## src/rtl/tacc_pkg.sv

```systemverilog
package tacc_pkg;

  // register map
  localparam int CfgIdxW  = 2;
  localparam int CfgDataW = 10;

  localparam logic [CfgIdxW-1:0] CFG_SETTLE_WAIT = 2'd0;
  localparam logic [CfgIdxW-1:0] CFG_OFF_WAIT    = 2'd1;
  localparam logic [CfgIdxW-1:0] CFG_STEP_TIME   = 2'd2;

  localparam logic [9:0] SettleWaitRst = 10'd250;
  localparam logic [9:0] OffWaitRst    = 10'd600;
  localparam logic [7:0] StepTimeRst   = 8'd6;

  // milliseconds in one configuration time unit
  localparam int MsPerUnit = 100;

  localparam int MoveW   = 23;
  localparam int SettleW = 17;

  // request types
  localparam logic [2:0] REQ_TICK    = 3'd0;
  localparam logic [2:0] REQ_TRIGGER = 3'd1;
  localparam logic [2:0] REQ_REPORT  = 3'd2;
  localparam logic [2:0] REQ_LIMIT   = 3'd3;
  localparam logic [2:0] REQ_BACKOFF = 3'd4;
  localparam logic [2:0] REQ_SELF    = 3'd5;

  // trigger actions
  localparam logic [1:0] ACT_INC = 2'd0;
  localparam logic [1:0] ACT_DEC = 2'd1;
  localparam logic [1:0] ACT_OFF = 2'd2;

  // stored pending action
  localparam logic [1:0] PEND_NONE = 2'd0;
  localparam logic [1:0] PEND_INC  = 2'd1;
  localparam logic [1:0] PEND_DEC  = 2'd2;
  localparam logic [1:0] PEND_OFF  = 2'd3;

  // position report
  localparam logic [1:0] POS_HIGH = 2'd1;
  localparam logic [1:0] POS_LOW  = 2'd2;

  // limit event
  localparam logic [1:0] EVT_HIGH = 2'd0;
  localparam logic [1:0] EVT_LOW  = 2'd1;
  localparam logic [1:0] EVT_PREV = 2'd2;

  // operations
  localparam logic [2:0] OP_NONE = 3'd0;
  localparam logic [2:0] OP_INC  = 3'd1;
  localparam logic [2:0] OP_DEC  = 3'd2;
  localparam logic [2:0] OP_OFF  = 3'd3;
  localparam logic [2:0] OP_BACK = 3'd4;

  // notices
  localparam logic [2:0] NOTE_NONE     = 3'd0;
  localparam logic [2:0] NOTE_MOVING   = 3'd1;
  localparam logic [2:0] NOTE_SWITCHING = 3'd2;
  localparam logic [2:0] NOTE_STOPPED  = 3'd3;
  localparam logic [2:0] NOTE_BACKING  = 3'd4;

  // command status
  localparam logic [1:0] ST_NONE   = 2'd0;
  localparam logic [1:0] ST_ACCEPT = 2'd1;
  localparam logic [1:0] ST_REJECT = 2'd2;

  // completion codes
  localparam logic [1:0] CMP_NONE = 2'd0;
  localparam logic [1:0] CMP_INC  = 2'd1;
  localparam logic [1:0] CMP_DEC  = 2'd2;
  localparam logic [1:0] CMP_OFF  = 2'd3;

  // pin levels, bit 0 slow, bit 1 fast
  localparam logic [1:0] PINS_SLOW = 2'b01;
  localparam logic [1:0] PINS_FAST = 2'b10;
  localparam logic [1:0] PINS_HOLD = 2'b11;
  localparam logic [1:0] PINS_IDLE = 2'b00;

  typedef struct packed {
    logic [2:0] req_type;
    logic [1:0] action;
    logic [7:0] step_count;
    logic [1:0] position_code;
    logic [1:0] event_code;
    logic       self_flag;
  } item_t;

  typedef struct packed {
    logic       slow_pin;
    logic       fast_pin;
    logic [2:0] notice;
    logic       motor_active;
    logic [1:0] command_status;
    logic       query_request;
    logic [1:0] completion;
    logic [2:0] operation_now;
  } result_t;

  // sequencer commands to the datapath
  typedef struct packed {
    logic exec;  // apply the accepted item
    logic mul;   // form step product and settle threshold
    logic lim;   // scale step product to the move limit
    logic load;  // run stop and response checks, load the result
  } cmd_t;

endpackage

```

## src/rtl/tacc_if.sv

```systemverilog
interface tacc_in_if;
  logic       valid;
  logic       ready;
  logic [2:0] req_type;
  logic [1:0] action;
  logic [7:0] step_count;
  logic [1:0] position_code;
  logic [1:0] event_code;
  logic       self_flag;

  modport source (output valid, req_type, action, step_count, position_code, event_code,
                  self_flag, input ready);
  modport sink (input valid, req_type, action, step_count, position_code, event_code,
                self_flag, output ready);
endinterface

interface tacc_out_if;
  logic       valid;
  logic       ready;
  logic       slow_pin;
  logic       fast_pin;
  logic [2:0] notice;
  logic       motor_active;
  logic [1:0] command_status;
  logic       query_request;
  logic [1:0] completion;
  logic [2:0] operation_now;

  modport source (output valid, slow_pin, fast_pin, notice, motor_active, command_status,
                  query_request, completion, operation_now, input ready);
  modport sink (input valid, slow_pin, fast_pin, notice, motor_active, command_status,
                query_request, completion, operation_now, output ready);
endinterface

interface tacc_cfg_if;
  logic       valid;
  logic       ready;
  logic [1:0] reg_idx;
  logic [9:0] wdata;

  modport source (output valid, reg_idx, wdata, input ready);
  modport sink (input valid, reg_idx, wdata, output ready);
endinterface

```

## src/rtl/tacc_ctrl.sv

```systemverilog
module tacc_ctrl (
  input  logic           clk_i,
  input  logic           rst_ni,
  input  logic           in_valid_i,
  output logic           in_ready_o,
  output logic           out_valid_o,
  input  logic           out_ready_i,
  output tacc_pkg::cmd_t cmd_o
);

  typedef enum logic [3:0] {
    S_IDLE = 4'b0001,
    S_MUL  = 4'b0010,
    S_LIM  = 4'b0100,
    S_CHK  = 4'b1000
  } state_e;

  state_e state_q, state_d;
  logic   out_valid_q, out_valid_d;
  logic   accept;
  logic   slot_free;

  assign in_ready_o  = (state_q == S_IDLE);
  assign accept      = in_valid_i && in_ready_o;
  assign slot_free   = !out_valid_q || out_ready_i;
  assign out_valid_o = out_valid_q;

  assign cmd_o.exec = accept;
  assign cmd_o.mul  = (state_q == S_MUL);
  assign cmd_o.lim  = (state_q == S_LIM);
  assign cmd_o.load = (state_q == S_CHK) && slot_free;

  always_comb begin
    state_d = state_q;
    unique case (state_q)
      S_IDLE: begin
        if (accept) state_d = S_MUL;
      end
      S_MUL: state_d = S_LIM;
      S_LIM: state_d = S_CHK;
      S_CHK: begin
        if (slot_free) state_d = S_IDLE;
      end
      default: state_d = S_IDLE;
    endcase
  end

  always_comb begin
    out_valid_d = out_valid_q;
    if (cmd_o.load) begin
      out_valid_d = 1'b1;
    end else if (out_ready_i) begin
      out_valid_d = 1'b0;
    end
  end

  always_ff @(posedge clk_i or negedge rst_ni) begin
    if (!rst_ni) begin
      state_q     <= S_IDLE;
      out_valid_q <= 1'b0;
    end else begin
      state_q     <= state_d;
      out_valid_q <= out_valid_d;
    end
  end

`ifndef NO_ASSERTIONS
  a_accept_starts: assert property (@(posedge clk_i) disable iff (!rst_ni)
    accept |=> state_q == S_MUL)
    else $error("accepted beat did not start the sequence");

  a_mul_to_lim: assert property (@(posedge clk_i) disable iff (!rst_ni)
    state_q == S_MUL |=> state_q == S_LIM)
    else $error("limit stage skipped");

  a_result_from_check: assert property (@(posedge clk_i) disable iff (!rst_ni)
    $rose(out_valid_q) |-> $past(state_q == S_CHK))
    else $error("result raised outside the check stage");
`endif

endmodule

```

## src/rtl/tacc_dp.sv

```systemverilog
module tacc_dp (
  input  logic                              clk_i,
  input  logic                              rst_ni,
  input  tacc_pkg::cmd_t                    cmd_i,
  input  tacc_pkg::item_t                   item_i,
  input  logic                              cfg_we_i,
  input  logic [tacc_pkg::CfgIdxW-1:0]      cfg_idx_i,
  input  logic [tacc_pkg::CfgDataW-1:0]     cfg_data_i,
  output tacc_pkg::result_t                 res_o
);

  // configuration
  logic [9:0] settle_wait_q, off_wait_q;
  logic [7:0] step_time_q;

  // control state
  logic [2:0]                   op_q, op_d;
  logic [1:0]                   pending_q, pending_d;
  logic [7:0]                   steps_q, steps_d;
  logic                         operating_q, operating_d;
  logic                         backing_q, backing_d;
  logic                         performed_q, performed_d;
  logic                         self_op_q, self_op_d;
  logic [tacc_pkg::MoveW-1:0]   move_q, move_d;
  logic [tacc_pkg::SettleW-1:0] settle_q, settle_d;
  logic [1:0]                   pins_q, pins_d;

  // per-beat scratch and arithmetic
  logic [2:0]                   note_q, note_d;
  logic [1:0]                   status_q, status_d;
  logic                         query_q, query_d;
  logic                         hit_q, hit_d;
  logic [15:0]                  prod_q, prod_d;
  logic [tacc_pkg::SettleW-1:0] thr_q, thr_d;
  logic [tacc_pkg::MoveW-1:0]   limit_q, limit_d;
  tacc_pkg::result_t            res_q, res_d;

  logic stop_fire;
  logic resp_fire;

  always_ff @(posedge clk_i or negedge rst_ni) begin
    if (!rst_ni) begin
      settle_wait_q <= tacc_pkg::SettleWaitRst;
      off_wait_q    <= tacc_pkg::OffWaitRst;
      step_time_q   <= tacc_pkg::StepTimeRst;
    end else if (cfg_we_i) begin
      unique case (cfg_idx_i)
        tacc_pkg::CFG_SETTLE_WAIT: settle_wait_q <= cfg_data_i;
        tacc_pkg::CFG_OFF_WAIT:    off_wait_q    <= cfg_data_i;
        tacc_pkg::CFG_STEP_TIME:   step_time_q   <= cfg_data_i[7:0];
        default: ;
      endcase
    end
  end

  always_comb begin
    logic       do_start;
    logic       at_limit;
    logic [2:0] start_op;
    logic       over;

    op_d        = op_q;
    pending_d   = pending_q;
    steps_d     = steps_q;
    operating_d = operating_q;
    backing_d   = backing_q;
    performed_d = performed_q;
    self_op_d   = self_op_q;
    move_d      = move_q;
    settle_d    = settle_q;
    pins_d      = pins_q;
    note_d      = note_q;
    status_d    = status_q;
    query_d     = query_q;
    hit_d       = hit_q;
    prod_d      = prod_q;
    thr_d       = thr_q;
    limit_d     = limit_q;
    res_d       = res_q;
    stop_fire   = 1'b0;
    resp_fire   = 1'b0;
    do_start    = 1'b0;
    at_limit    = 1'b0;
    start_op    = tacc_pkg::OP_NONE;
    over        = 1'b0;

    if (cmd_i.exec) begin
      note_d   = tacc_pkg::NOTE_NONE;
      status_d = tacc_pkg::ST_NONE;
      query_d  = 1'b0;
      hit_d    = 1'b0;
      unique case (item_i.req_type)
        tacc_pkg::REQ_TICK: begin
          if (move_q != '1) move_d = move_q + 1'b1;
          if (settle_q != '1) settle_d = settle_q + 1'b1;
        end
        tacc_pkg::REQ_TRIGGER: begin
          if (item_i.action <= tacc_pkg::ACT_OFF) begin
            pending_d = item_i.action + 2'd1;
            if (item_i.action != tacc_pkg::ACT_OFF) steps_d = item_i.step_count;
            query_d = 1'b1;
          end
        end
        tacc_pkg::REQ_REPORT: begin
          unique case (pending_q)
            tacc_pkg::PEND_INC: begin
              do_start = 1'b1;
              start_op = tacc_pkg::OP_INC;
              at_limit = (item_i.position_code == tacc_pkg::POS_HIGH);
            end
            tacc_pkg::PEND_DEC: begin
              do_start = 1'b1;
              start_op = tacc_pkg::OP_DEC;
              at_limit = (item_i.position_code == tacc_pkg::POS_LOW);
            end
            tacc_pkg::PEND_OFF: begin
              do_start = 1'b1;
              start_op = tacc_pkg::OP_OFF;
              at_limit = (item_i.position_code == tacc_pkg::POS_LOW);
            end
            default: ;
          endcase
          if (do_start) begin
            if (at_limit || operating_q || self_op_q) begin
              status_d = tacc_pkg::ST_REJECT;
            end else begin
              op_d = start_op;
              if (start_op == tacc_pkg::OP_INC) begin
                pins_d = tacc_pkg::PINS_SLOW;
                note_d = tacc_pkg::NOTE_MOVING;
              end else begin
                pins_d = tacc_pkg::PINS_FAST;
                note_d = (start_op == tacc_pkg::OP_OFF) ? tacc_pkg::NOTE_SWITCHING
                                                          : tacc_pkg::NOTE_MOVING;
              end
              if (start_op != tacc_pkg::OP_OFF) move_d = '0;
              operating_d = 1'b1;
              status_d    = tacc_pkg::ST_ACCEPT;
            end
          end
        end
        tacc_pkg::REQ_LIMIT: begin
          if (backing_q) begin
            hit_d = (op_q == tacc_pkg::OP_BACK) &&
                    (item_i.event_code == tacc_pkg::EVT_PREV ||
                     item_i.event_code == tacc_pkg::EVT_HIGH);
          end else if (operating_q) begin
            hit_d = (item_i.event_code == tacc_pkg::EVT_HIGH && op_q == tacc_pkg::OP_INC) ||
                    (item_i.event_code == tacc_pkg::EVT_LOW &&
                     (op_q == tacc_pkg::OP_DEC || op_q == tacc_pkg::OP_OFF));
          end
        end
        tacc_pkg::REQ_BACKOFF: begin
          performed_d = 1'b0;
          op_d        = tacc_pkg::OP_BACK;
          note_d      = tacc_pkg::NOTE_BACKING;
          pins_d      = tacc_pkg::PINS_SLOW;
          backing_d   = 1'b1;
        end
        tacc_pkg::REQ_SELF: begin
          self_op_d   = item_i.self_flag;
          pins_d      = tacc_pkg::PINS_HOLD;
          note_d      = tacc_pkg::NOTE_STOPPED;
          operating_d = 1'b0;
          settle_d    = '0;
          performed_d = 1'b1;
        end
        default: ;
      endcase
    end

    // the off wait is chosen only while the op is a switch-off; a back-off replaces any op, a switch-off too
    if (cmd_i.mul) begin
      prod_d = 16'(step_time_q) * 16'(steps_q);
      thr_d  = ((op_q == tacc_pkg::OP_OFF) ? 17'(off_wait_q) : 17'(settle_wait_q)) *
               17'(tacc_pkg::MsPerUnit);
    end

    if (cmd_i.lim) begin
      limit_d = 23'(prod_q) * 23'(tacc_pkg::MsPerUnit);
    end

    if (cmd_i.load) begin
      over      = operating_q && (op_q != tacc_pkg::OP_OFF) && (move_q >= limit_q);
      stop_fire = over || hit_q;
      if (stop_fire) begin
        pins_d = tacc_pkg::PINS_HOLD;
        note_d = tacc_pkg::NOTE_STOPPED;
        if (backing_q) begin
          op_d      = tacc_pkg::OP_NONE;
          backing_d = 1'b0;
        end else begin
          operating_d = 1'b0;
          settle_d    = '0;
          performed_d = 1'b1;
        end
      end

      res_d.completion = tacc_pkg::CMP_NONE;
      resp_fire = performed_d && (settle_d >= thr_q);
      if (resp_fire) begin
        unique case (op_d)
          tacc_pkg::OP_INC: res_d.completion = tacc_pkg::CMP_INC;
          tacc_pkg::OP_DEC: res_d.completion = tacc_pkg::CMP_DEC;
          tacc_pkg::OP_OFF: res_d.completion = tacc_pkg::CMP_OFF;
          default: res_d.completion = tacc_pkg::CMP_NONE;
        endcase
        performed_d = 1'b0;
      end

      if (operating_d) begin
        res_d.operation_now = (op_d <= tacc_pkg::OP_BACK) ? op_d : tacc_pkg::OP_NONE;
      end else if (backing_d) begin
        res_d.operation_now = tacc_pkg::OP_BACK;
      end else begin
        res_d.operation_now = tacc_pkg::OP_NONE;
      end

      res_d.slow_pin       = pins_d[0];
      res_d.fast_pin       = pins_d[1];
      res_d.notice         = note_d;
      res_d.motor_active   = (pins_d == tacc_pkg::PINS_SLOW) || (pins_d == tacc_pkg::PINS_FAST);
      res_d.command_status = status_q;
      res_d.query_request  = query_q;
    end
  end

  always_ff @(posedge clk_i or negedge rst_ni) begin
    if (!rst_ni) begin
      op_q        <= tacc_pkg::OP_NONE;
      pending_q   <= tacc_pkg::PEND_NONE;
      steps_q     <= '0;
      operating_q <= 1'b0;
      backing_q   <= 1'b0;
      performed_q <= 1'b0;
      self_op_q   <= 1'b0;
      move_q      <= '0;
      settle_q    <= '0;
      pins_q      <= tacc_pkg::PINS_IDLE;
    end else begin
      op_q        <= op_d;
      pending_q   <= pending_d;
      steps_q     <= steps_d;
      operating_q <= operating_d;
      backing_q   <= backing_d;
      performed_q <= performed_d;
      self_op_q   <= self_op_d;
      move_q      <= move_d;
      settle_q    <= settle_d;
      pins_q      <= pins_d;
    end
  end

  always_ff @(posedge clk_i) begin
    note_q   <= note_d;
    status_q <= status_d;
    query_q  <= query_d;
    hit_q    <= hit_d;
    prod_q   <= prod_d;
    thr_q    <= thr_d;
    limit_q  <= limit_d;
    res_q    <= res_d;
  end

  assign res_o = res_q;

`ifndef NO_ASSERTIONS
  a_driven_needs_run: assert property (@(posedge clk_i) disable iff (!rst_ni)
    (pins_q == tacc_pkg::PINS_SLOW || pins_q == tacc_pkg::PINS_FAST) |->
      (operating_q || backing_q))
    else $error("actuator driven with no move or back-off running");

  a_resp_clears: assert property (@(posedge clk_i) disable iff (!rst_ni)
    (cmd_i.load && resp_fire) |=> !performed_q)
    else $error("completion left the response pending");

  a_stop_restarts_settle: assert property (@(posedge clk_i) disable iff (!rst_ni)
    (cmd_i.load && stop_fire && !backing_q) |=> (settle_q == '0 && !operating_q))
    else $error("move stop did not restart the settle timer");
`endif

endmodule

```

## src/rtl/timed_actuator_command_controller.sv

```systemverilog
// a result beat is registered after the sequencer walks the step product, the scaling to
//   milliseconds and the check stage; a new item is taken only once the result is loaded,
//   and a stalled output holds the check stage
// configuration beats are taken every cycle and act at once
// reset (rst_ni low, asynchronous): registers to their documented defaults, no move,
//   both pins low, timers and flags cleared, no result pending
module timed_actuator_command_controller (
  input logic         clk_i,
  input logic         rst_ni,
  tacc_in_if.sink     in_i,
  tacc_out_if.source  out_o,
  tacc_cfg_if.sink    cfg_i
);

  tacc_pkg::cmd_t    cmd;
  tacc_pkg::item_t   item;
  tacc_pkg::result_t res;
  logic              in_ready;
  logic              out_valid;

  // configuration writes never stall
  assign cfg_i.ready = 1'b1;

  // pack the input beat for the datapath
  assign item.req_type      = in_i.req_type;
  assign item.action        = in_i.action;
  assign item.step_count    = in_i.step_count;
  assign item.position_code = in_i.position_code;
  assign item.event_code    = in_i.event_code;
  assign item.self_flag     = in_i.self_flag;

  assign in_i.ready = in_ready;

  // sequencer: one item at a time, output register decouples the sink
  tacc_ctrl u_ctrl (
    .clk_i       (clk_i),
    .rst_ni      (rst_ni),
    .in_valid_i  (in_i.valid),
    .in_ready_o  (in_ready),
    .out_valid_o (out_valid),
    .out_ready_i (out_o.ready),
    .cmd_o       (cmd)
  );

  // state, timers, move limit arithmetic and result register
  tacc_dp u_dp (
    .clk_i      (clk_i),
    .rst_ni     (rst_ni),
    .cmd_i      (cmd),
    .item_i     (item),
    .cfg_we_i   (cfg_i.valid),
    .cfg_idx_i  (cfg_i.reg_idx),
    .cfg_data_i (cfg_i.wdata),
    .res_o      (res)
  );

  // result beat
  assign out_o.valid          = out_valid;
  assign out_o.slow_pin       = res.slow_pin;
  assign out_o.fast_pin       = res.fast_pin;
  assign out_o.notice         = res.notice;
  assign out_o.motor_active   = res.motor_active;
  assign out_o.command_status = res.command_status;
  assign out_o.query_request  = res.query_request;
  assign out_o.completion     = res.completion;
  assign out_o.operation_now  = res.operation_now;

endmodule
```

## src/flat_wrapper.sv

```systemverilog
// flat-port wrapper written by rule: the top's interface ports become plain ports
module timed_actuator_command_controller_flat 
  (clk_i, rst_ni, in_i_valid, in_i_req_type, in_i_action, in_i_step_count, in_i_position_code, in_i_event_code, in_i_self_flag, in_i_ready, out_o_valid, out_o_slow_pin, out_o_fast_pin, out_o_notice, out_o_motor_active, out_o_command_status, out_o_query_request, out_o_completion, out_o_operation_now, out_o_ready, cfg_i_valid, cfg_i_reg_idx, cfg_i_wdata, cfg_i_ready);
  tacc_in_if in_i_i ();
  tacc_out_if out_o_i ();
  tacc_cfg_if cfg_i_i ();
  input logic clk_i;
  input logic rst_ni;
  input wire logic [$bits(in_i_i.valid)-1:0] in_i_valid;
  input wire logic [$bits(in_i_i.req_type)-1:0] in_i_req_type;
  input wire logic [$bits(in_i_i.action)-1:0] in_i_action;
  input wire logic [$bits(in_i_i.step_count)-1:0] in_i_step_count;
  input wire logic [$bits(in_i_i.position_code)-1:0] in_i_position_code;
  input wire logic [$bits(in_i_i.event_code)-1:0] in_i_event_code;
  input wire logic [$bits(in_i_i.self_flag)-1:0] in_i_self_flag;
  output wire logic [$bits(in_i_i.ready)-1:0] in_i_ready;
  output wire logic [$bits(out_o_i.valid)-1:0] out_o_valid;
  output wire logic [$bits(out_o_i.slow_pin)-1:0] out_o_slow_pin;
  output wire logic [$bits(out_o_i.fast_pin)-1:0] out_o_fast_pin;
  output wire logic [$bits(out_o_i.notice)-1:0] out_o_notice;
  output wire logic [$bits(out_o_i.motor_active)-1:0] out_o_motor_active;
  output wire logic [$bits(out_o_i.command_status)-1:0] out_o_command_status;
  output wire logic [$bits(out_o_i.query_request)-1:0] out_o_query_request;
  output wire logic [$bits(out_o_i.completion)-1:0] out_o_completion;
  output wire logic [$bits(out_o_i.operation_now)-1:0] out_o_operation_now;
  input wire logic [$bits(out_o_i.ready)-1:0] out_o_ready;
  input wire logic [$bits(cfg_i_i.valid)-1:0] cfg_i_valid;
  input wire logic [$bits(cfg_i_i.reg_idx)-1:0] cfg_i_reg_idx;
  input wire logic [$bits(cfg_i_i.wdata)-1:0] cfg_i_wdata;
  output wire logic [$bits(cfg_i_i.ready)-1:0] cfg_i_ready;
  assign in_i_i.valid = in_i_valid;
  assign in_i_i.req_type = in_i_req_type;
  assign in_i_i.action = in_i_action;
  assign in_i_i.step_count = in_i_step_count;
  assign in_i_i.position_code = in_i_position_code;
  assign in_i_i.event_code = in_i_event_code;
  assign in_i_i.self_flag = in_i_self_flag;
  assign in_i_ready = in_i_i.ready;
  assign out_o_valid = out_o_i.valid;
  assign out_o_slow_pin = out_o_i.slow_pin;
  assign out_o_fast_pin = out_o_i.fast_pin;
  assign out_o_notice = out_o_i.notice;
  assign out_o_motor_active = out_o_i.motor_active;
  assign out_o_command_status = out_o_i.command_status;
  assign out_o_query_request = out_o_i.query_request;
  assign out_o_completion = out_o_i.completion;
  assign out_o_operation_now = out_o_i.operation_now;
  assign out_o_i.ready = out_o_ready;
  assign cfg_i_i.valid = cfg_i_valid;
  assign cfg_i_i.reg_idx = cfg_i_reg_idx;
  assign cfg_i_i.wdata = cfg_i_wdata;
  assign cfg_i_ready = cfg_i_i.ready;
  timed_actuator_command_controller u_core (.clk_i(clk_i), .rst_ni(rst_ni), .in_i(in_i_i), .out_o(out_o_i), .cfg_i(cfg_i_i));
endmodule
```

## config.mk

```make
export PLATFORM = sky130hd
export DESIGN_NAME = timed_actuator_command_controller_flat
export DESIGN_NICKNAME = d
export VERILOG_FILES = /design/src/rtl/tacc_pkg.sv /design/src/rtl/tacc_if.sv /design/src/rtl/tacc_ctrl.sv /design/src/rtl/tacc_dp.sv /design/src/rtl/timed_actuator_command_controller.sv /design/src/flat_wrapper.sv
export SDC_FILE = /design/constraint.sdc
export NUM_CORES = 1
export LEC_CHECK = 0
export CORE_ASPECT_RATIO = 1.4
export CORE_MARGIN = 2
export CORE_UTILIZATION = 45
export CTS_CLUSTER_SIZE = 14
export DETAILED_ROUTE_END_ITERATION = 16
export DONT_BUFFER_PORTS = 1
export GPL_TIMING_DRIVEN = 0
export HOLD_SLACK_MARGIN = 0.1
export PLACE_DENSITY_LB_ADDON = 0.3
export SLEW_MARGIN = 25
export SYNTH_ARGS = -nofsm -noshare
export SYNTH_HDL_FRONTEND = slang
export SYNTH_SLANG_ARGS = --single-unit
```

## constraint.sdc

```tcl
create_clock -name clk_i -period 12.5 [get_ports clk_i]
set_input_delay 0.625 -clock clk_i [delete_from_list [all_inputs] [get_ports clk_i]]
set_output_delay 0.625 -clock clk_i [all_outputs]
set_load 0.01 [all_outputs]
```

# ---- Yosys cells after proc, flatten, opt, wreduce, memory -nomap -nowiden
# Cells that the tools add are included.
# Widths: inputs -> output; s select.
dict set report op_classes {
  order_cmp 4
  eq_ne 40
  reduce_logical 33
  n_mux 80
  n_mul 3
  addsub 3
}
# operator count
set op_table {}
lappend op_table {{$mux 17} 6}
lappend op_table {{$mux 23} 4}
lappend op_table {{$pmux 23 s2} 1}
lappend op_table {{$mux 3} 15}
lappend op_table {{$pmux 17 s2} 1}
lappend op_table {{$mux 1} 29}
lappend op_table {{$mux 2} 12}
lappend op_table {{$add 23x1->23 const B} 1}
lappend op_table {{$ge 23x23->1} 1}
lappend op_table {{$ne 23x23->1 const B} 1}
lappend op_table {{$eq 3x2->1 const B} 7}
lappend op_table {{$mul 16x5->21 const B} 1}
lappend op_table {{$pmux 2 s3} 3}
lappend op_table {{$add 17x1->17 const B} 1}
lappend op_table {{$ge 17x17->1} 1}
lappend op_table {{$ne 17x17->1 const B} 1}
lappend op_table {{$mul 8x8->16} 1}
lappend op_table {{$pmux 4 s4} 1}
lappend op_table {{$mul 10x5->15 const B} 1}
lappend op_table {{$eq 2x2->1 const B} 6}
lappend op_table {{$eq 3x1->1 const B} 4}
lappend op_table {{$ne 2x2->1 const B} 6}
lappend op_table {{$reduce_and 2->1} 6}
lappend op_table {{$eq 2x1->1 const B} 5}
lappend op_table {{26 further kinds} 48}
dict set report totals {
  register_bits 165
}

# ---- Longest topological paths before layout
# Gate-level depths: netlist of the first run.
dict set report logic_depth {
  ltp_word 17
  depth_mapped 17
  depth_no_buf 17
}

# ---- By module
# Synthesis of the first run repeated with hierarchy kept, for this count alone.
dict set report unflattened {
  cells_unflattened 1234
  hier_area_um2 12444.4
}
# mod cells_each area_each_um2 instances seq_area_each_um2
set modules_own_cells {}
lappend modules_own_cells {tacc_dp 1205 12150.4 1 4354.2}
lappend modules_own_cells {tacc_ctrl 27 282.8 1 126.4}
lappend modules_own_cells {timed_actuator_command_controller 2 11.3 1 0.0}

# ---- Worst setup path before layout of the first run
# OpenSTA, ideal clock, no wires.
dict set report synth_timing {
  path_kind {flip-flop to flip-flop}
  from {register u_core.u_ctrl.state_q[1]}
  to {register u_core.u_dp.prod_q[0], enable pin}
  setup_slack_ns 8.235
  arrival_time_ns 3.757
  stages_incl_launch_ff 2
  setup_ns 0.508
  n_path_buf 0
  path_cell_list {dfrtp_1 nor4b_1}
}
dict set report synth_via {
  elab_chain_len 1
}
# item line_no
set synth_lines {}
lappend synth_lines {{start, declared} tacc_ctrl.sv:18} ;# state_e state_q, state_d;
lappend synth_lines {{start signal, assigned} tacc_ctrl.sv:62} ;# state_q <= state_d;
lappend synth_lines {{$eq 4x2->1} tacc_ctrl.sv:29} ;# assign cmd_o.mul = (state_q == S_MUL);
lappend synth_lines {{end signal, assigned} tacc_dp.sv:259} ;# prod_q <= prod_d;
lappend synth_lines {{end, declared} tacc_dp.sv:33} ;# logic [15:0] prod_q, prod_d;
# No other way between the ends.
# A chain may end at the register's enable or synchronous reset.

# ---- Final worst setup path of the first run
dict set report layout_timing {
  from {register u_core.u_dp.move_q[20] (netlist bit)}
  to {register u_core.u_dp.performed_q}
}
dict set report layout_via {
  elab_chain_len 9
  word_cells_on_any_way 11
}
# item line_no
set layout_lines {}
lappend layout_lines {{start, declared} tacc_dp.sv:24} ;# logic [tacc_pkg::MoveW-1:0] move_q, move_d;
lappend layout_lines {{start signal, assigned} tacc_dp.sv:248} ;# move_q <= move_d;
lappend layout_lines {{$ge 23x23->1 (*)} tacc_dp.sv:184} ;# over = operating_q && (op_q != tacc_pkg::OP_OFF) && (move_q >= limit_q);
lappend layout_lines {{$logic_and 1x1->1 (*)} tacc_dp.sv:184}
lappend layout_lines {{$logic_or 1x1->1 (*)} tacc_dp.sv:185} ;# stop_fire = over || hit_q;
lappend layout_lines {{$mux 17} tacc_dp.sv:186} ;# if (stop_fire) begin
lappend layout_lines {{$mux 17} tacc_dp.sv:183} ;# if (cmd_i.load) begin
lappend layout_lines {{$ge 17x17->1} tacc_dp.sv:200} ;# resp_fire = performed_d && (settle_d >= thr_q);
lappend layout_lines {{$logic_and 1x1->1} tacc_dp.sv:200}
lappend layout_lines {{$mux 1 (*)} tacc_dp.sv:201} ;# if (resp_fire) begin
lappend layout_lines {{$mux 1 (*)} tacc_dp.sv:183}
lappend layout_lines {{via u_core.u_dp.performed_d} tacc_dp.sv:22} ;# logic performed_q, performed_d;
lappend layout_lines {{end signal, assigned} tacc_dp.sv:246} ;# performed_q <= performed_d;
lappend layout_lines {{end, declared} tacc_dp.sv:22}
# Mark *: on every way through the listed nets, which the timed path passes. The rest lies on a longest branch. The select of a mux whose other input is x is not followed.

==> impl_metrics.env, run 1 <==
export IMPL_areaGrowthSynthToFinish_pct=9.315
export IMPL_insertion_delay_ps=450
export IMPL_clk_pin_slew_worst_paths_ps=80
export IMPL_post_route_drc_count=0
export IMPL_cts_tree="yes"
export IMPL_placed_area_um2=13010
export IMPL_ioPinCount=52
export IMPL_crit_type="reg -> reg"
export IMPL_synth_top_flop_cell="dfrtp_1"
export IMPL_power_leakage_nw=6.597
export IMPL_synth_largest_area_cell="edfxtp_1"
export IMPL_cap_violations=0
export IMPL_numCtsBuffers=17
export IMPL_use_met1_pct=21.76
export IMPL_die_w_um=144.8
export IMPL_cp_data_required_time_ps=12870
export IMPL_path_cells="ha_1 > a21o_1 > a21oi_1 > nor2b_1 > a2111oi_0 > a41oi_1 > nor3_1 > ha_1 > nor2b_1 > o21a_1 > o21a_1 > o221ai_1 > nand3_1 > or4_1 > a21oi_1"
export IMPL_synth_cell_types=77
export IMPL_outcome="completed"
export IMPL_cp_arrival_ps=5180
export IMPL_hp_class="in -> async"
export IMPL_place_congestion=0.8351
export IMPL_vias=8650
export IMPL_drt_iter0_markers=324
export IMPL_reg2regPathDepth=15
export IMPL_endpoint_kind="flip-flop"
export IMPL_r2r_end="u_core.u_dp.performed_q$_DFF_PN0_"
export IMPL_yosysSeqAreaShare_pct=35.87
export IMPL_final_area_um2=13650
export IMPL_n_antenna_cell=0
export IMPL_h_tree_depth=4
export IMPL_grt_pass1_vias=8767
export IMPL_final_antenna_net_count=0
export IMPL_async_flop_share_pct=55.76
export IMPL_ys_seq_elements=165
export IMPL_vdd_drop_max_mv=0.1239
export IMPL_slowest_stage="a2111oi_0"
export IMPL_clockBufferDepth=2
export IMPL_final_max_slew_viol_count=0
export IMPL_rrSetupSlack_ps=7690
export IMPL_max_slew_margin_pct=41.43
export IMPL_use_met2_pct=30.22
export IMPL_synthTopCellsByArea="edfxtp_1 (17%), ha_1 (16%), dfrtp_1 (16%), fa_1 (8.3%), inv_1 (5.4%)"
export IMPL_fmax_mhz=207.7
export IMPL_antenna_found_initial=0
export IMPL_cts_root_buf="clkbuf_16"
export IMPL_track_usage_pct=17.31
export IMPL_wl_per_cell_um=14.38
export IMPL_clock_sinks=165
export IMPL_grt_max_degree=93
export IMPL_synth_warnings=0
export IMPL_fin_crit_sh_pct=38.51
export IMPL_rows=72
export IMPL_cts_resized=0
export IMPL_rsz0062_at_grt="no"
export IMPL_grt_overflow_total=0
export IMPL_netlist_area_um2=12490
export IMPL_yosysMostFrequentCell="inv_1"
export IMPL_synth_nets=1481
export IMPL_fin_skew_ps=21.08
export IMPL_postSynthCellCount=1231
export IMPL_io_buffers=0
export IMPL_use_met3_pct=2.784
export IMPL_initial_core_util_pct=45.46
export IMPL_routed_wl_um=23590
export IMPL_cp_max_fo=8
export IMPL_cpPeakStageDelay_ps=730
export IMPL_grt_first_pass_wirelength_um=40960
export IMPL_gr_max_usage_layer="met2"
export IMPL_die_area_um2=29120
export IMPL_startpoint_type="flip-flop"
export IMPL_timing_hold_ws_ps=87.81
export IMPL_reg2reg_from="u_core.u_dp.move_q[20]$_DFFE_PN0P_"
export IMPL_powerDensity_nw_per_um2=225.4
export IMPL_via_per_inst=5.271
export IMPL_worst_slew_pin_slew_ps=867.2
export IMPL_setup_viol=0
export IMPL_layout_drive_gt1_share_pct=9.677
export IMPL_synth_top_area_share_pct=16.83
export IMPL_num_nets_final=1508
export IMPL_firstDrtPassIters=5
export IMPL_syn_avg_cell_area_um2=10.15
export IMPL_die_y_um=201.1
export IMPL_report_final_hold_viol_count=0
export IMPL_setup_tns_ps=0
export IMPL_period_needed_ps=4814
export IMPL_hpwl_um=18500
export IMPL_core_area_um2=27480
export IMPL_synth_edf_count=70
export IMPL_synth_top_cells_by_count="inv_1 (180), ha_1 (163), nand2_1 (95)"
export IMPL_postCtsSetupBuffers=0
-- sequential cells by signal, summed over array words and instances (netlist names), 4 cells and up --
signal and flops:
u_core.u_dp.move_q 23, u_core.u_dp.limit_q 21, u_core.u_dp.settle_q 17, u_core.u_dp.prod_q 16, u_core.u_dp.thr_q 15, u_core.u_dp.res_o 14, u_core.u_dp.off_wait_q 10, u_core.u_dp.settle_wait_q 10
u_core.u_dp.step_time_q 8, u_core.u_dp.steps_q 8, u_core.u_ctrl.state_q 4
-- layout by cell type (no fill, tap or decap), types with 4 or more instances in the layout --
master and instances:
a21oi_1 51, nor2_1 74, o21a_1 8, nand4_1 23, nor3_1 26, and4_1 4
inv_1 180, inv_6 4, xnor2_1 40, nand3_1 30, a31oi_1 9, ha_1 163
mux2i_1 7, nor2b_1 8, o21ai_0 25, nand2_1 95, and2_1 40, clkinv_8 6
o21bai_1 7, nor3b_1 4, and3_1 16, buf_2 9, nand2b_1 11, nor4_1 4
fa_1 52, clkbuf_16 17, a211oi_1 4, clkbuf_1 16, mux2_2 42, xor2_1 24
dfrtp_1 79, or3_1 11, dfstp_2 13, nand3b_1 7, o31ai_1 4, a21o_1 18
edfxtp_1 70
-- through the flow --
| stage | cells | setup slack (ps) | utilization, % | power (mW) |
|---|---|---|---|---|
| after floorplan | 1231 | 8235 | - | 2.225 |
| after global placement | 1601 | 6929 | 47.14 | 2.499 |
| after detailed placement | 1608 | 7708 | 47.33 | 2.540 |
| after CTS | 1641 | 7810 | 49.69 | 3.106 |
| after global routing | 1641 | 7379 | 49.69 | 3.405 |
| final | 1641 | 7686 | 49.69 | 3.078 |
-- power breakdown --
group,switching [mW],internal [mW],total (mW)
clock,0.263,0.275,0.538
combinational,0.926,0.746,1.67
sequential,0.0896,0.778,0.868
-- what timing repair did --
action                                 4_1_cts  5_1_grt
setup endpoints to repair                    0        0
endpoints found under the hold margin       92        0
hold buffers                                 1        0
-- worst max path at each step --
stage | from | to | cells past startpoint
6_report | u_core.u_dp.move_q[20]$_DFFE_PN0P_ | u_core.u_dp.performed_q$_DFF_PN0_ | 15
3_3_place_gp | u_core.u_ctrl.state_q[1]$_DFFE_PN0P_ | u_core.u_dp.prod_q[14]$_DFFE_PP_ | 1
3_5_place_dp | in_i_req_type[2] | u_core.u_dp.res_o[4]$_SDFFCE_PN0P_ | 15
4_1_cts | u_core.u_dp.move_q[20]$_DFFE_PN0P_ | u_core.u_dp.performed_q$_DFF_PN0_ | 15
2_1_floorplan | u_core.u_ctrl.state_q[1]$_DFFE_PN0P_ | u_core.u_dp.prod_q[0]$_DFFE_PP_ | 1
5_1_grt | u_core.u_dp.move_q[20]$_DFFE_PN0P_ | u_core.u_dp.res_o[3]$_SDFFCE_PN0P_ | 14
-- kinds of logic (layout without fill, tap and decap cells) --
| kind of cell | count (synthesis) | after routing | synth area share [%] |
|---|---|---|---|
| buffers and inverters | 204 | 244 | 6.301 |
| xor gates and xnor gates | 64 | 64 | 4.488 |
| DFF | 165 | 165 | 35.87 |
| adders and majority gates | 215 | 215 | 24.66 |
| other | 1 | 1 | 0.03002 |
| and+or+nand+nor | 376 | 376 | 15.80 |
| muxes | 49 | 49 | 4.347 |
| AOI/OAI and AO/OA | 157 | 157 | 8.505 |
-- final cells by class --
| class | count | area (µm²) |
|---|---|---|
| fill | 2511 | 13820 |
| multi-input combinational | 862 | 7234 |
| sequential | 165 | 4481 |
| inverter | 181 | 684.4 |
| tap | 370 | 462.9 |
| clock buffer | 17 | 425.4 |
| clock inverter | 15 | 196.4 |
| buffer | 23 | 102.6 |
| timing repair buffer | 8 | 67.56 |
-- metal layers --
layer  vias up  share of wire (%)  wire length, µm
met5         -                  0                0
met4         0                1.6              381
met3        27                3.2              764
met2       153                 52            12280
met1      4178                 43            10160
li1       4292                  -                -
-- critical path: cells and delay by family (launching register included) --
kind / cells / cell delay, ps
compound gates: 8 / 2480
simple gates: 5 / 1230
fa+ha+maj: 2 / 610
flops: 1 / 430
Note: power is estimated with default switching activity, not from simulation.
==> run 2: changes to the inputs <==
--- a/config.mk
+++ b/config.mk
@@ -5,6 +5,7 @@
 export SDC_FILE = /design/constraint.sdc
 export NUM_CORES = 1
 export LEC_CHECK = 0
+export ABC_AREA = 1
 export CORE_ASPECT_RATIO = 1.4
 export CORE_MARGIN = 2
 export CORE_UTILIZATION = 45
==> constraint.sdc (replaced) <==
create_clock -name clk_i -period 4.3 [get_ports clk_i]
set_input_delay 0.215 -clock clk_i [delete_from_list [all_inputs] [get_ports clk_i]]
set_output_delay 0.215 -clock clk_i [all_outputs]
set_load 0.01 [all_outputs]
==> impl_metrics.env, run 2 <==
export IMPL_ys_seq_elements=165
export IMPL_reg2regPathDepth=15
export IMPL_die_y_um=204.9
export IMPL_synth_warnings=0
export IMPL_synth_cell_types=53
export IMPL_synth_edf_count=70
export IMPL_startpoint_type="flip-flop"
export IMPL_synth_largest_area_cell="edfxtp_1"
export IMPL_clock_sinks=165
export IMPL_fmax_mhz=240.0
export IMPL_largest_reg_flops=23
export IMPL_layout_drive_gt1_share_pct=9.361
export IMPL_placed_area_um2=13470
export IMPL_clk_pin_slew_worst_paths_ps=70
export IMPL_synth_top_area_share_pct=16.20
export IMPL_cp_data_required_time_ps=4480
export IMPL_final_antenna_net_count=0
export IMPL_h_tree_depth=4
export IMPL_vias=9932
export IMPL_routed_wl_um=26330
export IMPL_ioPinCount=52
export IMPL_io_buffers=0
export IMPL_clockBufferDepth=2
export IMPL_setup_viol=0
export IMPL_cp_max_fo=9
export IMPL_insertion_delay_ps=440
export IMPL_top_regs="u_core.u_dp.move_q x23, u_core.u_dp.limit_q x21, u_core.u_dp.settle_q x17"
export IMPL_cts_tree="yes"
export IMPL_report_final_hold_viol_count=0
export IMPL_cp_arrival_ps=4350
export IMPL_synth_nets=1798
export IMPL_rows=73
export IMPL_rrSetupSlack_ps=130
export IMPL_fin_skew_ps=11.46
export IMPL_netlist_area_um2=12970
export IMPL_postSynthCellCount=1548
export IMPL_critPathCapture="u_core.u_dp.prod_q[14]$_DFFE_PP_"
export IMPL_synth_top_flop_cell="dfrtp_1"
export IMPL_cts_root_buf="clkbuf_16"
export IMPL_async_flop_share_pct=55.76
export IMPL_final_common_cell="nand2_1"
export IMPL_drt_iter0_markers=458
export IMPL_firstDrtPassIters=5
export IMPL_powerDensity_nw_per_um2=563.4
export IMPL_via_per_inst=4.996
export IMPL_crit_start="u_core.u_dp.steps_q[4]$_DFFE_PN0P_"
export IMPL_synthTopCellsByArea="edfxtp_1 (16%), ha_1 (16%), dfrtp_1 (15%), nand2_1 (10%), inv_1 (9.7%)"
export IMPL_grt_overflow_total=0
export IMPL_grt_first_pass_wirelength_um=45310
export IMPL_crit_type="reg -> reg"
export IMPL_grt_pass1_vias=10020
export IMPL_final_area_um2=14530
export IMPL_final_max_slew_viol_count=0
export IMPL_dp_cells=1925
export IMPL_die_w_um=147.5
export IMPL_hp_class="in -> reg"
export IMPL_fin_crit_sh_pct=96.91
export IMPL_track_usage_pct=18.37
export IMPL_syn_avg_cell_area_um2=8.382
export IMPL_die_area_um2=30230
export IMPL_hpwl_um=20500
export IMPL_reg2reg_from="u_core.u_dp.steps_q[4]$_DFFE_PN0P_"
export IMPL_outcome="completed"
export IMPL_core_area_um2=28410
export IMPL_vdd_drop_max_mv=0.3144
export IMPL_top_register="u_core.u_dp.move_q"
export IMPL_wl_per_cell_um=13.24
export IMPL_initial_core_util_pct=45.68
export IMPL_worst_slew_pin_slew_ps=637.2
export IMPL_yosysSeqAreaShare_pct=34.53
export IMPL_place_congestion=0.8805
export IMPL_max_slew_margin_pct=57.29
export IMPL_synth_top_cells_by_count="nand2_1 (347), inv_1 (336), ha_1 (163)"
export IMPL_n_antenna_cell=0
export IMPL_period_needed_ps=4167
export IMPL_r2r_end="u_core.u_dp.prod_q[14]$_DFFE_PP_"
export IMPL_num_nets_final=1850
export IMPL_grt_max_degree=93
export IMPL_rsz0062_at_grt="yes"
export IMPL_final_cell_mix="nand2_1 (343), inv_1 (333), ha_1 (158), nor2_1 (76)"
export IMPL_power_mw=8.188
export IMPL_post_route_drc_count=0
export IMPL_areaGrowthSynthToFinish_pct=12.01
export IMPL_cap_violations=0
export IMPL_antenna_found_initial=0
export IMPL_endpoint_kind="flip-flop"
export IMPL_yosysMostFrequentCell="nand2_1"
export IMPL_layout_cells_non_filler=1988
export IMPL_numCtsBuffers=17
export IMPL_power_leakage_nw=7.669
run 2: cell types whose count changed after synthesis, moves of 12 or more:
| cell | delta |
|---|---|
| nand2_1 | +252 |
| a21o_1 | -12 |
| xnor2_1 | -29 |
| o21ai_0 | +48 |
| and3_1 | -16 |
| nand3_1 | +21 |
| xor2_1 | +14 |
| mux2_2 | -34 |
| inv_1 | +156 |
| and2_1 | -38 |
run 2: routing by layer:
metal,part of all wire [%],global-route usage [%],vias up
met5,0,0,-
li1,-,-,5034
met3,2.6,2.695,55
met1,41,20.65,4661
met4,3.0,7.143,0
met2,53,34.68,182
run 2: layout make-up:
type / instances / area [µm²]
Sequential cell: 165 / 4496
Clock inverter: 12 / 97.59
Inverter: 342 / 1291
Clock buffer: 20 / 436.7
Timing Repair Buffer: 47 / 444.2
Buffer: 17 / 102.6
Tap cell: 375 / 469.2
Fill cell: 2568 / 13870
Multi-Input combinational cell: 1010 / 7196
run 2: how the worst min path moves through the flow:
stage                   start                                    end  slack [ps]  cells past startpoint
6_report       in_i_action[0]      u_core.u_dp.query_q$_SDFFCE_PP0P_         130                      2
5_1_grt        in_i_action[0]      u_core.u_dp.query_q$_SDFFCE_PP0P_         130                      2
4_1_cts        in_i_action[0]      u_core.u_dp.query_q$_SDFFCE_PP0P_         100                      2
3_5_place_dp           rst_ni     u_core.u_dp.move_q[21]$_DFFE_PN0P_         -70                      0
3_3_place_gp           rst_ni     u_core.u_dp.move_q[21]$_DFFE_PN0P_         -70                      0
2_1_floorplan          rst_ni  u_core.u_ctrl.out_valid_o$_DFFE_PN0P_         -80                      0
run 2: what timing repair did:
item,4_1_cts,5_1_grt
hold buffers,28,0
setup endpoints to repair,7,9
gates resized for setup,11,37
endpoints found under the hold margin,136,0
pin swaps,1,29
buffers inserted,2,15
run 2: kinds of logic (layout without fill, tap and decap cells):
family,count (synthesis),in the layout,share of synthesized area [%]
compound gates,175,175,7.840
fa+ha+maj,215,215,23.74
other cells,1,1,0.02890
flops,165,165,34.53
buf+inv,373,438,11.10
xor+xnor,49,49,3.308
simple gates,562,562,18.76
mux,8,8,0.6943
run 2: power breakdown:
group          internal [mW]  switching [mW]  leakage (nW)  total, mW
clock network          0.749           0.659         0.248       1.41
logic                   1.74            2.51          5.63       4.25
registers               2.22           0.308          1.79       2.53
total                   4.72            3.47          7.67       8.19
run 2: worst max-delay path, stage by stage, from the launching register on:
cell,delay (ps)
dfrtp_2,460
nand2_1,110
fa_1,540
inv_1,50
fa_1,550
fa_1,440
fa_1,560
ha_4,230
a21oi_4,170
o21ai_2,70
a21oi_2,180
o21ai_2,100
a21oi_2,150
nor2_1,60
nor2_1,140
xor2_1,90
run 2: per-stage QoR:
| stage | setup TNS [ps] | hold WS, ps | utilization [%] | worst slack [ps] |
|---|---|---|---|---|
| floorplan | 0 | -80.59 | - | 5.247 |
| global placement | -1267 | -73.18 | 47.34 | -347.1 |
| detailed placement | -1506 | -74.10 | 47.41 | -382.9 |
| CTS | 0 | 103.1 | 50.30 | 6.174 |
| global route | -236.5 | 130.5 | 51.16 | -67.62 |
| finish | 0 | 127.3 | 51.16 | 133.0 |
==> run 3: changes to the inputs <==
--- a/config.mk
+++ b/config.mk
@@ -18,4 +18,5 @@
 export SLEW_MARGIN = 25
 export SYNTH_ARGS = -nofsm -noshare
 export SYNTH_HDL_FRONTEND = slang
+export SYNTH_HIERARCHICAL = 1
 export SYNTH_SLANG_ARGS = --single-unit
==> impl_metrics.env, run 3 <==
export IMPL_dp_cells=1963
export IMPL_max_slew_margin_pct=58.31
export IMPL_vias=10150
export IMPL_post_route_drc_count=0
export IMPL_via_per_inst=5.005
export IMPL_reg2reg_from="u_core/u_dp/step_time_q[2]$_DFFE_PN1P_"
export IMPL_power_internal_mw=5.373
export IMPL_synth_top_family_by_area="adder cells"
export IMPL_layout_drive_gt1_share_pct=10.98
export IMPL_initial_core_util_pct=45.52
export IMPL_hp_class="in -> reg"
export IMPL_synth_warnings=6
export IMPL_synth_mux_area_share_pct=0.9106
export IMPL_outcome="completed"
export IMPL_vdd_drop_max_mv=0.3965
export IMPL_synthTopCellsByArea="edfxtp_1 (16%), ha_1 (16%), dfrtp_1 (15%), inv_1 (9.4%), nand2_1 (9.4%)"
export IMPL_synth_nets=1834
export IMPL_die_w_um=148.7
export IMPL_rsz0062_at_grt="yes"
export IMPL_period_needed_ps=4203
export IMPL_core_area_um2=28980
export IMPL_synth_top_flop_cell="dfrtp_1"
export IMPL_crit_start="u_core/u_dp/step_time_q[2]$_DFFE_PN1P_"
export IMPL_fin_crit_sh_pct=97.74
export IMPL_die_area_um2=30720
export IMPL_yosys_area_share_xor_xnor_pct=3.187
export IMPL_report_final_hold_viol_count=0
export IMPL_powerDensity_nw_per_um2=654.2
export IMPL_wl_per_cell_um=13.39
export IMPL_synthAdderAreaFrac_pct=23.45
export IMPL_power_mw=9.696
export IMPL_track_usage_pct=18.59
export IMPL_grt_overflow_total=0
export IMPL_routed_wl_um=27150
export IMPL_numCtsBuffers=17
export IMPL_combPwrFrac_pct=57.3
export IMPL_hpwl_um=20760
export IMPL_power_leakage_nw=7.744
export IMPL_grt_pass1_vias=10210
export IMPL_yosysSeqAreaShare_pct=33.97
export IMPL_drt_iter0_markers=538
export IMPL_synth_largest_area_cell="edfxtp_1"
export IMPL_rows=74
export IMPL_die_y_um=206.6
export IMPL_largest_reg_flops=23
export IMPL_ys_seq_elements=165
export IMPL_grt_max_degree=93
export IMPL_synth_top_cells_by_count="inv_1 (331), nand2_1 (330), ha_1 (164)"
export IMPL_cp_arrival_ps=4380
export IMPL_clockBufferDepth=2
export IMPL_final_antenna_net_count=0
export IMPL_p_sw_share_pct=44.59
export IMPL_switchingPower_mw=4.323
export IMPL_ioPinCount=52
export IMPL_syn_avg_cell_area_um2=8.333
export IMPL_endpoint_kind="flip-flop"
export IMPL_fin_skew_ps=12.17
export IMPL_place_congestion=0.8804
export IMPL_cap_violations=0
export IMPL_final_cell_mix="inv_1 (326), nand2_1 (324), ha_1 (157), nor2_1 (97), edfxtp_1 (70)"
export IMPL_areaGrowthSynthToFinish_pct=12.36
export IMPL_fmax_mhz=237.9
export IMPL_insertion_delay_ps=430
export IMPL_layout_cells_non_filler=2028
export IMPL_seq_power_share_pct=27.9
export IMPL_cts_root_buf="clkbuf_16"
export IMPL_synth_simple_gate_area_share_pct=19.48
export IMPL_cp_data_required_time_ps=4480
export IMPL_num_fill_cells=2706
export IMPL_startpoint_type="flip-flop"
export IMPL_postSynthCellCount=1583
export IMPL_clock_sinks=165
export IMPL_grt_first_pass_wirelength_um=46290
export IMPL_timing_hold_ws_ps=144.1
export IMPL_cp_max_fo=5
export IMPL_yosysMostFrequentCell="inv_1"
export IMPL_io_buffers=0
export IMPL_crit_type="reg -> reg"
export IMPL_worst_slew_pin_slew_ps=624.4
export IMPL_h_tree_depth=4
export IMPL_synth_cell_types=60
export IMPL_clkPwrFrac_pct=14.8
export IMPL_firstDrtPassIters=7
export IMPL_cts_tree="yes"
export IMPL_clk_pin_slew_worst_paths_ps=70
export IMPL_top_regs="u_core/u_dp/move_q x23, u_core/u_dp/limit_q x21, u_core/u_dp/settle_q x17"
export IMPL_antenna_found_initial=1
export IMPL_num_nets_final=1886
export IMPL_netlist_area_um2=13190
export IMPL_synth_edf_count=70
export IMPL_async_flop_share_pct=55.76
export IMPL_synth_compound_area_share_pct=7.967
export IMPL_setup_viol=0
export IMPL_n_antenna_cell=0
export IMPL_final_common_cell="inv_1"
export IMPL_min_from="cfg_i_valid"
export IMPL_top_register="u_core/u_dp/move_q"
export IMPL_synth_top_area_share_pct=15.93
export IMPL_final_max_slew_viol_count=0
-- run 3: cell types whose count changed after synthesis, moves of 6 or more --
cell / previous run / this run
a21oi_1: 57 / 70
mux2_2: 8 / 0
mux2_4: 0 / 8
nand2_1: 347 / 330
nand2_2: 1 / 8
nor2_1: 77 / 98
o21ai_0: 73 / 67
o31ai_2: 6 / 0
-- run 3: power groups by stage --
stage	logic (mW)	clock network [mW]	registers [mW]
floorplan	4.12	0	2.53
global placement	4.93	0	2.61
detailed placement	5.10	0	2.61
CTS	5.28	1.47	2.69
global route	6.40	1.53	2.76
finish	5.56	1.43	2.71
-- run 3: stage by stage --
step	setup TNS [ps]	utilization [%]	cell area (µm²)	worst slack, ps
after floorplan	0	-	13190	22.14
after CTS	0	50.40	14610	4.155
after global placement	-1395	47.17	13670	-296.9
after global routing	-145.0	51.14	14820	-61.11
after detailed placement	-1987	47.17	13670	-352.4
final	0	51.14	14820	97.36
-- run 3: cell type report --
| type | count | area, µm² | area share, % |
|---|---|---|---|
| Multi-Input combinational cell | 1042 | 7446 | 50.24 |
| Sequential cell | 165 | 4493 | 30.31 |
| Inverter | 343 | 1296 | 8.746 |
| Tap cell | 380 | 475.5 | 3.208 |
| Timing Repair Buffer | 47 | 449.2 | 3.031 |
| Clock buffer | 18 | 429.2 | 2.895 |
| Clock inverter | 14 | 122.6 | 0.8273 |
| Buffer | 19 | 110.1 | 0.7429 |
-- run 3: cell families after synthesis --
kind of cell | count (synthesis)
buffers and inverters | 376
AO/OA/AOI/OAI | 187
flip-flops | 165
adder cells (fa/ha/maj) | 216
other | 1
AND/OR/NAND/NOR | 582
XOR/XNOR | 48
multiplexers | 8
-- run 3: critical path: stages (launching register included) --
cell and delay, ps:
dfstp_2 620, nand2_2 80, fa_1 530, inv_1 50, fa_1 510, fa_1 430
fa_1 520, ha_4 330, nand2_2 70, nor2_2 130, a21oi_2 90, o21ai_2 160
nand2_1 60, inv_1 60, nor2_1 40, o21bai_1 160, xor2_1 90
-- run 3: path summary, 6_finish.rpt --
| kind | cells past startpoint | slack (ps) | to |
|---|---|---|---|
| max | 16 | 100 | u_core/u_dp/prod_q[15]$_DFFE_PP_ |
| min | 3 | 140 | u_core/u_dp/step_time_q[2]$_DFFE_PN1P_ |
| max reg2reg | 16 | 100 | u_core/u_dp/prod_q[15]$_DFFE_PP_ |
| min reg2reg | 0 | 420 | u_core/u_dp/res_o[7]$_DFFE_PP_ |
| max in group asynchronous | 2 | 3470 | u_core/u_dp/steps_q[2]$_DFFE_PN0P_ |
| min in group asynchronous | 2 | 350 | u_core/u_dp/move_q[13]$_DFFE_PN0P_ |
-- run 3: timing repair --
item / 4_1_cts / 5_1_grt
gates resized for setup: 17 / 43
hold buffers: 30 / 0
pin swaps: 6 / 33
setup endpoints to repair: 10 / 8
endpoints found under the hold margin: 139 / 0
setup buffers: 5 / 12
-- run 3: routing by layer --
layer	GRT usage, %	vias up	routed length [µm]
li1	-	5138	-
met1	20.91	4763	11190
met2	35.10	193	14240
met3	3.077	55	1002
met4	6.939	2	712
met5	0	-	13
